**src/sv/lobm_pkg.sv**
```systemverilog
`timescale 1ns / 1ps
package lobm_pkg;

    localparam logic [5:0] MAX_TRADES = 6'd32;

    localparam logic [2:0] RK_TRADE     = 3'd0;
    localparam logic [2:0] RK_RESTED    = 3'd1;
    localparam logic [2:0] RK_FILLED    = 3'd2;
    localparam logic [2:0] RK_MKT_REJ   = 3'd3;
    localparam logic [2:0] RK_CANCELLED = 3'd4;
    localparam logic [2:0] RK_NOT_FOUND = 3'd5;
    localparam logic [2:0] RK_TBL_FULL  = 3'd6;

    typedef enum logic [2:0] {
        ST_IDLE,
        ST_SCAN,
        ST_EVAL,
        ST_TRADE,
        ST_FINAL_SCAN,
        ST_FINAL_OUT
    } t_state;

    typedef struct packed {
        logic        is_buy;
        logic [31:0] order_id;
        logic [31:0] price;
        logic [31:0] remaining;
        logic [31:0] arrival;
    } t_slot;

    typedef struct packed {
        logic       load;
        logic       scan_start;
        logic       cancel_clear;
        logic       trade;
        logic       rest;
        logic       emit_final;
        logic [2:0] final_kind;
    } t_cmd;

    typedef struct packed {
        logic scan_done;
        logic is_cancel;
        logic cancel_hit;
        logic rem_zero;
        logic opp_found;
        logic crosses;
        logic trade_room;
        logic is_market;
        logic free_found;
        logic out_free;
    } t_sts;

endpackage

```
**src/sv/lobm_ctrl.sv**
```systemverilog
`timescale 1ns / 1ps
module lobm_ctrl (
    input  logic            i_clk,
    input  logic            i_rst_n,
    input  logic            i_in_valid,
    output logic            o_in_ready,
    input  lobm_pkg::t_sts  i_sts,
    output lobm_pkg::t_cmd  o_cmd
);

    lobm_pkg::t_state r_state, n_state;
    logic [2:0]       r_kind, n_kind;
    logic             w_do_trade;

    assign w_do_trade = !i_sts.rem_zero && i_sts.trade_room && i_sts.opp_found
                        && (i_sts.is_market || i_sts.crosses);

    always_ff @(posedge i_clk) begin
        if (!i_rst_n) begin
            r_state <= lobm_pkg::ST_IDLE;
            r_kind  <= lobm_pkg::RK_FILLED;
        end else begin
            r_state <= n_state;
            r_kind  <= n_kind;
        end
    end

    always_comb begin
        n_state = r_state;
        unique case (r_state)
            lobm_pkg::ST_IDLE:       if (i_in_valid) n_state = lobm_pkg::ST_SCAN;
            lobm_pkg::ST_SCAN:       if (i_sts.scan_done) n_state = lobm_pkg::ST_EVAL;
            lobm_pkg::ST_EVAL: begin
                if (!i_sts.is_cancel && w_do_trade) n_state = lobm_pkg::ST_TRADE;
                else n_state = lobm_pkg::ST_FINAL_SCAN;
            end
            lobm_pkg::ST_TRADE:      if (i_sts.out_free) n_state = lobm_pkg::ST_SCAN;
            lobm_pkg::ST_FINAL_SCAN: if (i_sts.scan_done) n_state = lobm_pkg::ST_FINAL_OUT;
            lobm_pkg::ST_FINAL_OUT:  if (i_sts.out_free) n_state = lobm_pkg::ST_IDLE;
            default:                 n_state = lobm_pkg::ST_IDLE;
        endcase
    end

    always_comb begin
        o_cmd      = '0;
        o_in_ready = 1'b0;
        n_kind     = r_kind;
        o_cmd.final_kind = r_kind;
        unique case (r_state)
            lobm_pkg::ST_IDLE: begin
                o_in_ready = 1'b1;
                if (i_in_valid) begin
                    o_cmd.load       = 1'b1;
                    o_cmd.scan_start = 1'b1;
                end
            end
            lobm_pkg::ST_EVAL: begin
                if (i_sts.is_cancel) begin
                    o_cmd.scan_start   = 1'b1;
                    o_cmd.cancel_clear = i_sts.cancel_hit;
                    n_kind = i_sts.cancel_hit ? lobm_pkg::RK_CANCELLED
                                              : lobm_pkg::RK_NOT_FOUND;
                end else if (!w_do_trade) begin
                    o_cmd.scan_start = 1'b1;
                    priority if (i_sts.rem_zero) begin
                        n_kind = lobm_pkg::RK_FILLED;
                    end else if (i_sts.is_market) begin
                        n_kind = lobm_pkg::RK_MKT_REJ;
                    end else if (i_sts.free_found) begin
                        n_kind     = lobm_pkg::RK_RESTED;
                        o_cmd.rest = 1'b1;
                    end else begin
                        n_kind = lobm_pkg::RK_TBL_FULL;
                    end
                end
            end
            lobm_pkg::ST_TRADE: begin
                if (i_sts.out_free) begin
                    o_cmd.trade      = 1'b1;
                    o_cmd.scan_start = 1'b1;
                end
            end
            lobm_pkg::ST_FINAL_OUT: begin
                o_cmd.emit_final = i_sts.out_free;
            end
            default: ;
        endcase
    end

endmodule

```
**config.mk**
```make
export PLATFORM = sky130hd
export DESIGN_NAME = lobm_ctrl
export DESIGN_NICKNAME = d
export VERILOG_FILES = /design/src/sv/lobm_pkg.sv /design/src/sv/lobm_ctrl.sv
export SDC_FILE = /design/constraint.sdc
export NUM_CORES = 1
export LEC_CHECK = 0
export ABC_AREA = 0
export BUFFER_PORTS_ARGS = -buffer_cell sky130_fd_sc_hd__buf_2
export CORE_AREA = 2 2 39 41
export CTS_BUF_LIST = sky130_fd_sc_hd__clkbuf_16
export DETAILED_ROUTE_END_ITERATION = 8
export DIE_AREA = 0 0 41 43
export PLACE_DENSITY = 0.59
export SLEW_MARGIN = 20
export SYNTH_ARGS = -nofsm -noshare
export SYNTH_HDL_FRONTEND = slang
export SYNTH_SLANG_ARGS = --single-unit
```
**constraint.sdc**
```tcl
create_clock -name i_clk -period 2.29 [get_ports i_clk]
set_input_delay 0.458 -clock i_clk [delete_from_list [all_inputs] [get_ports i_clk]]
set_output_delay 0.458 -clock i_clk [all_outputs]
set_load 0.01 [all_outputs]
```
Yosys cells after proc, flatten, opt, wreduce, memory -nomap -nowiden:

Index checks and enable logic that the tools add are counted.

* register bits: 6
* input port bits: 13
* output and inout port bits: 10
* logic and storage cells: 53

* reduce and logical (&&, ||, !) cells: 10
* equal/unequal tests: 11
* multiplexer cells: 30

Operators with widths (number)
* $mux W3: 11
* $pmux W3 S6: 1
* $mux W1: 16
* $ne A2 B2 Y1 const B: 6
* $eq A3 B2 Y1 const B: 2
* $eq A3 B3 Y1 const B: 2
* $reduce_and A5 Y1: 1
* $logic_and A1 B1 Y1: 4
* $eq A3 B1 Y1 const B: 1
* $logic_not A3 Y1: 1
* $pmux W1 S3: 1
* $logic_not A1 Y1: 2
* $mux W2: 1
* $reduce_and A2 Y1: 1
* $logic_or A1 B1 Y1: 1

Logic depth before layout (Yosys ltp):

* depth in word-level cells: 7
* gate-level depth with buffers: 4
* depth with buffers taken out: 3

Worst setup path before layout:

OpenSTA, ideal clock, no wires.

* kind: reg2out
* start: register r_state[2]
* end: output port o_cmd[4] in the netlist's numbering
* buffers on the path: 1
* slack: 0.372 ns
* stages on the path, launching flop included: 5
* required time: 1.832 ns
* data arrival time: 1.460 ns
* path through: dfxtp_1 > buf_6 > or4b_4 > a31o_4 > nor4b_4

RTL lines
* start, declared: line lobm_ctrl.sv:11 `lobm_pkg::t_state r_state, n_state;`
* start signal, assigned: line lobm_ctrl.sv:20 `r_state <= lobm_pkg::ST_IDLE;`
* start signal, assigned: line lobm_ctrl.sv:23 `r_state <= n_state;`
* end, declared: line lobm_ctrl.sv:8 `output lobm_pkg::t_cmd o_cmd`

==> reports/metrics.cfg <==
[routing]
firstDrtPassIters = 3
vias = 500
drt_iter0_drc = 7
routed_wl_um = 1210
viasPerCell = 5.38
ant_nets = 0
route.detailed.wl_per_inst_um = 13.0
drc = 0

[clock_network]
cts_tree = built
cts_max_level = 1
postCtsHoldBufs = 0
postCtsSetupBuffers = 0
cts_buffer_depth = 2
cts_root_buf = clkbuf_16
cts_resized = 0
cts_num_sinks = 6
numCtsBuffers = 3
clk-insertion-delay-late_ps = 230
clk_pin_slew_ps = 30

[cells_and_area]
syn2layout_area_growth_pct = 48.5
final_cell_mix = buf_2 (22), inv_1 (6), dfxtp_1 (6), nor3_1 (5), buf_4 (4)
design_area_sq_um = 659
final_common_cell = buf_2
antenna_cells = 0
fill_cells = 151
drive_gt1_frac = 0.455
fin_util = 0.476
final_nets = 92

[synthesis]
yosysWarnings = 0
synth_cell_types = 29
syn_inst = 51
yosysSeqAreaShare = 0.270
synthesis.area_sq_um = 444
ys_seq_elements = 6
syn_nets = 64
avgSynthCellArea_sq_um = 8.71

[placement]
dpl_cell_area_sq_um = 584
dpl.hpwl_um = 942
gp_congestion = 0.715
portBuffers = 22

[timing]
setup_viol = 0
fmax_mhz = 455
clock_skew_ps = 2.06
worst_slew_pin_slew_ps = 494
maxSlewViolCount = 0
maxSlewHeadroom = 0.668
period_minus_slack_ps = 2200
min_period_over_period = 0.960
fin_setup_tns_ps = 0
finalHoldViolCount = 0
holdWs_ps = 464
rsz0062_at_grt = no

[power_and_ir_drop]
p_int_uw = 402
sw_frac_of_total = 0.250
p_switching_uw = 134
cellPowerDensity_nw_per_um2 = 813
max-vdd-ir-drop_uv = 284
p_comb_frac = 0.245
p_leak_uw = 0.000311
seq_power_share = 0.229
clkPwrFrac = 0.526

[die]
rows = 14
die_w_um = 41
die_h_um = 43
coreArea_sq_um = 1380
io_pins = 23
initial_core_util = 0.321
dieArea_sq_um = 1760

[worst_setup_path]
reg2reg_slack_ps = 650
worstPathArrival_ps = 1740
path_max_fanout = 4
reg2regPathDepth = 4
required_ps = 1830
criticalPathCategory = flip-flop to output pin
endpoint_kind = output pin
worstReg2RegStart = r_state[1]$_SDFFE_PN0P_
r2r_end = r_kind[1]$_SDFFE_PN1P_
worstSetupStartpointType = flip-flop

[global_routing]
grt_pass1_wl_um = 1880
globalRouteTotalUtil = 0.160
overflow = 0
grt_pass1_vias = 472
grt_max_degree = 12
antenna_found_initial = 0

[run_status]
status = completed

[worst_hold_path]
hold_start = i_rst_n
hp-class = input port to flip-flop
min_to = r_kind[1]$_SDFFE_PN1P_
whs_path_depth = 2

[job]
drv_cap = 0

-- metal layers --
metal / part of all wire / wire length (um) / GRT usage
met5: 0 / 0 / 0
met4: 0.032 / 38 / 0.113
met3: 0.073 / 88 / 0.0471
met2: 0.48 / 579 / 0.259
met1: 0.41 / 500 / 0.163
-- logic make-up after synthesis --
family / synth area share
flip-flops: 0.270
buffers and inverters: 0.0958
AND/OR/NAND/NOR: 0.296
multiplexers: 0.0254
AO/OA/AOI/OAI: 0.313
-- cell type report --
class | count | area (sq um) | area share
Clock buffer | 3 | 75.1 | 0.114
Inverter | 6 | 22.5 | 0.0342
Multi-Input combinational cell | 36 | 282 | 0.427
Sequential cell | 6 | 120 | 0.182
Tap cell | 16 | 20.0 | 0.0304
Timing Repair Buffer | 26 | 140 | 0.213
-- per-stage QoR --
step	worst slack (ps)	power [uW]	cells
6_report	91.3	536	93
3_3_place_gp	157	254	90
4_1_cts	75.6	539	93
5_1_grt	35.7	564	93
3_5_place_dp	118	256	90
2_1_floorplan	372	205	51
-- sequential cells by signal, indices dropped and copies added, names as in the netlist --
register / cells
r_kind: 3
r_state: 3
-- power groups by stage --
| stage | combinational, uW | sequential [uW] | clock, uW |
|---|---|---|---|
| floorplan | 79.1 | 126 | 0 |
| global placement | 129 | 125 | 0 |
| detailed placement | 132 | 124 | 0 |
| CTS | 132 | 123 | 284 |
| global route | 147 | 124 | 292 |
| finish | 131 | 123 | 282 |
-- synthesized netlist by cell type --
master    instances  area share
dfxtp_1           6        0.27
inv_1             6       0.051
nor3_1            5       0.056
a21oi_1           3       0.034
a311oi_1          3       0.059
nor3b_1           3       0.051
nor2_1            2       0.017
o21a_1            2       0.034
a211oi_1          1       0.017
a21boi_0          1       0.017
a21o_1            1       0.017
a31o_4            1       0.039
a31oi_1           1       0.014
and3_1            1       0.014
and3_2            1       0.017
buf_2             1       0.011
buf_6             1       0.025
clkbuf_1          1      0.0084
mux2_2            1       0.025
nand2_1           1      0.0084
nor2b_1           1       0.014
nor4_1            1       0.014
nor4b_1           1       0.020
nor4b_4           1       0.054
o21ai_0           1       0.011
o221a_1           1       0.025
o221a_2           1       0.025
o221ai_1          1       0.020
or4b_4            1       0.031
-- worst max path at each step --
stage	to	from	depth (start not counted)
2_1_floorplan	o_cmd[4]	r_state[2]$_SDFFE_PN0P_	4
3_3_place_gp	o_cmd[4]	i_sts[8]	5
3_5_place_dp	o_cmd[4]	i_sts[8]	5
4_1_cts	o_cmd[4]	r_state[2]$_SDFFE_PN0P_	4
5_1_grt	o_cmd[4]	r_state[2]$_SDFFE_PN0P_	4
6_report	o_cmd[4]	r_state[2]$_SDFFE_PN0P_	4
-- worst max-delay path, cell delays in order, from the launching register on --
cell     delay (ps)
dfxtp_1         320
or4b_4          540
a31o_4          240
nor4b_4         240
buf_2           170
Note: power is estimated with default switching activity, not from simulation.
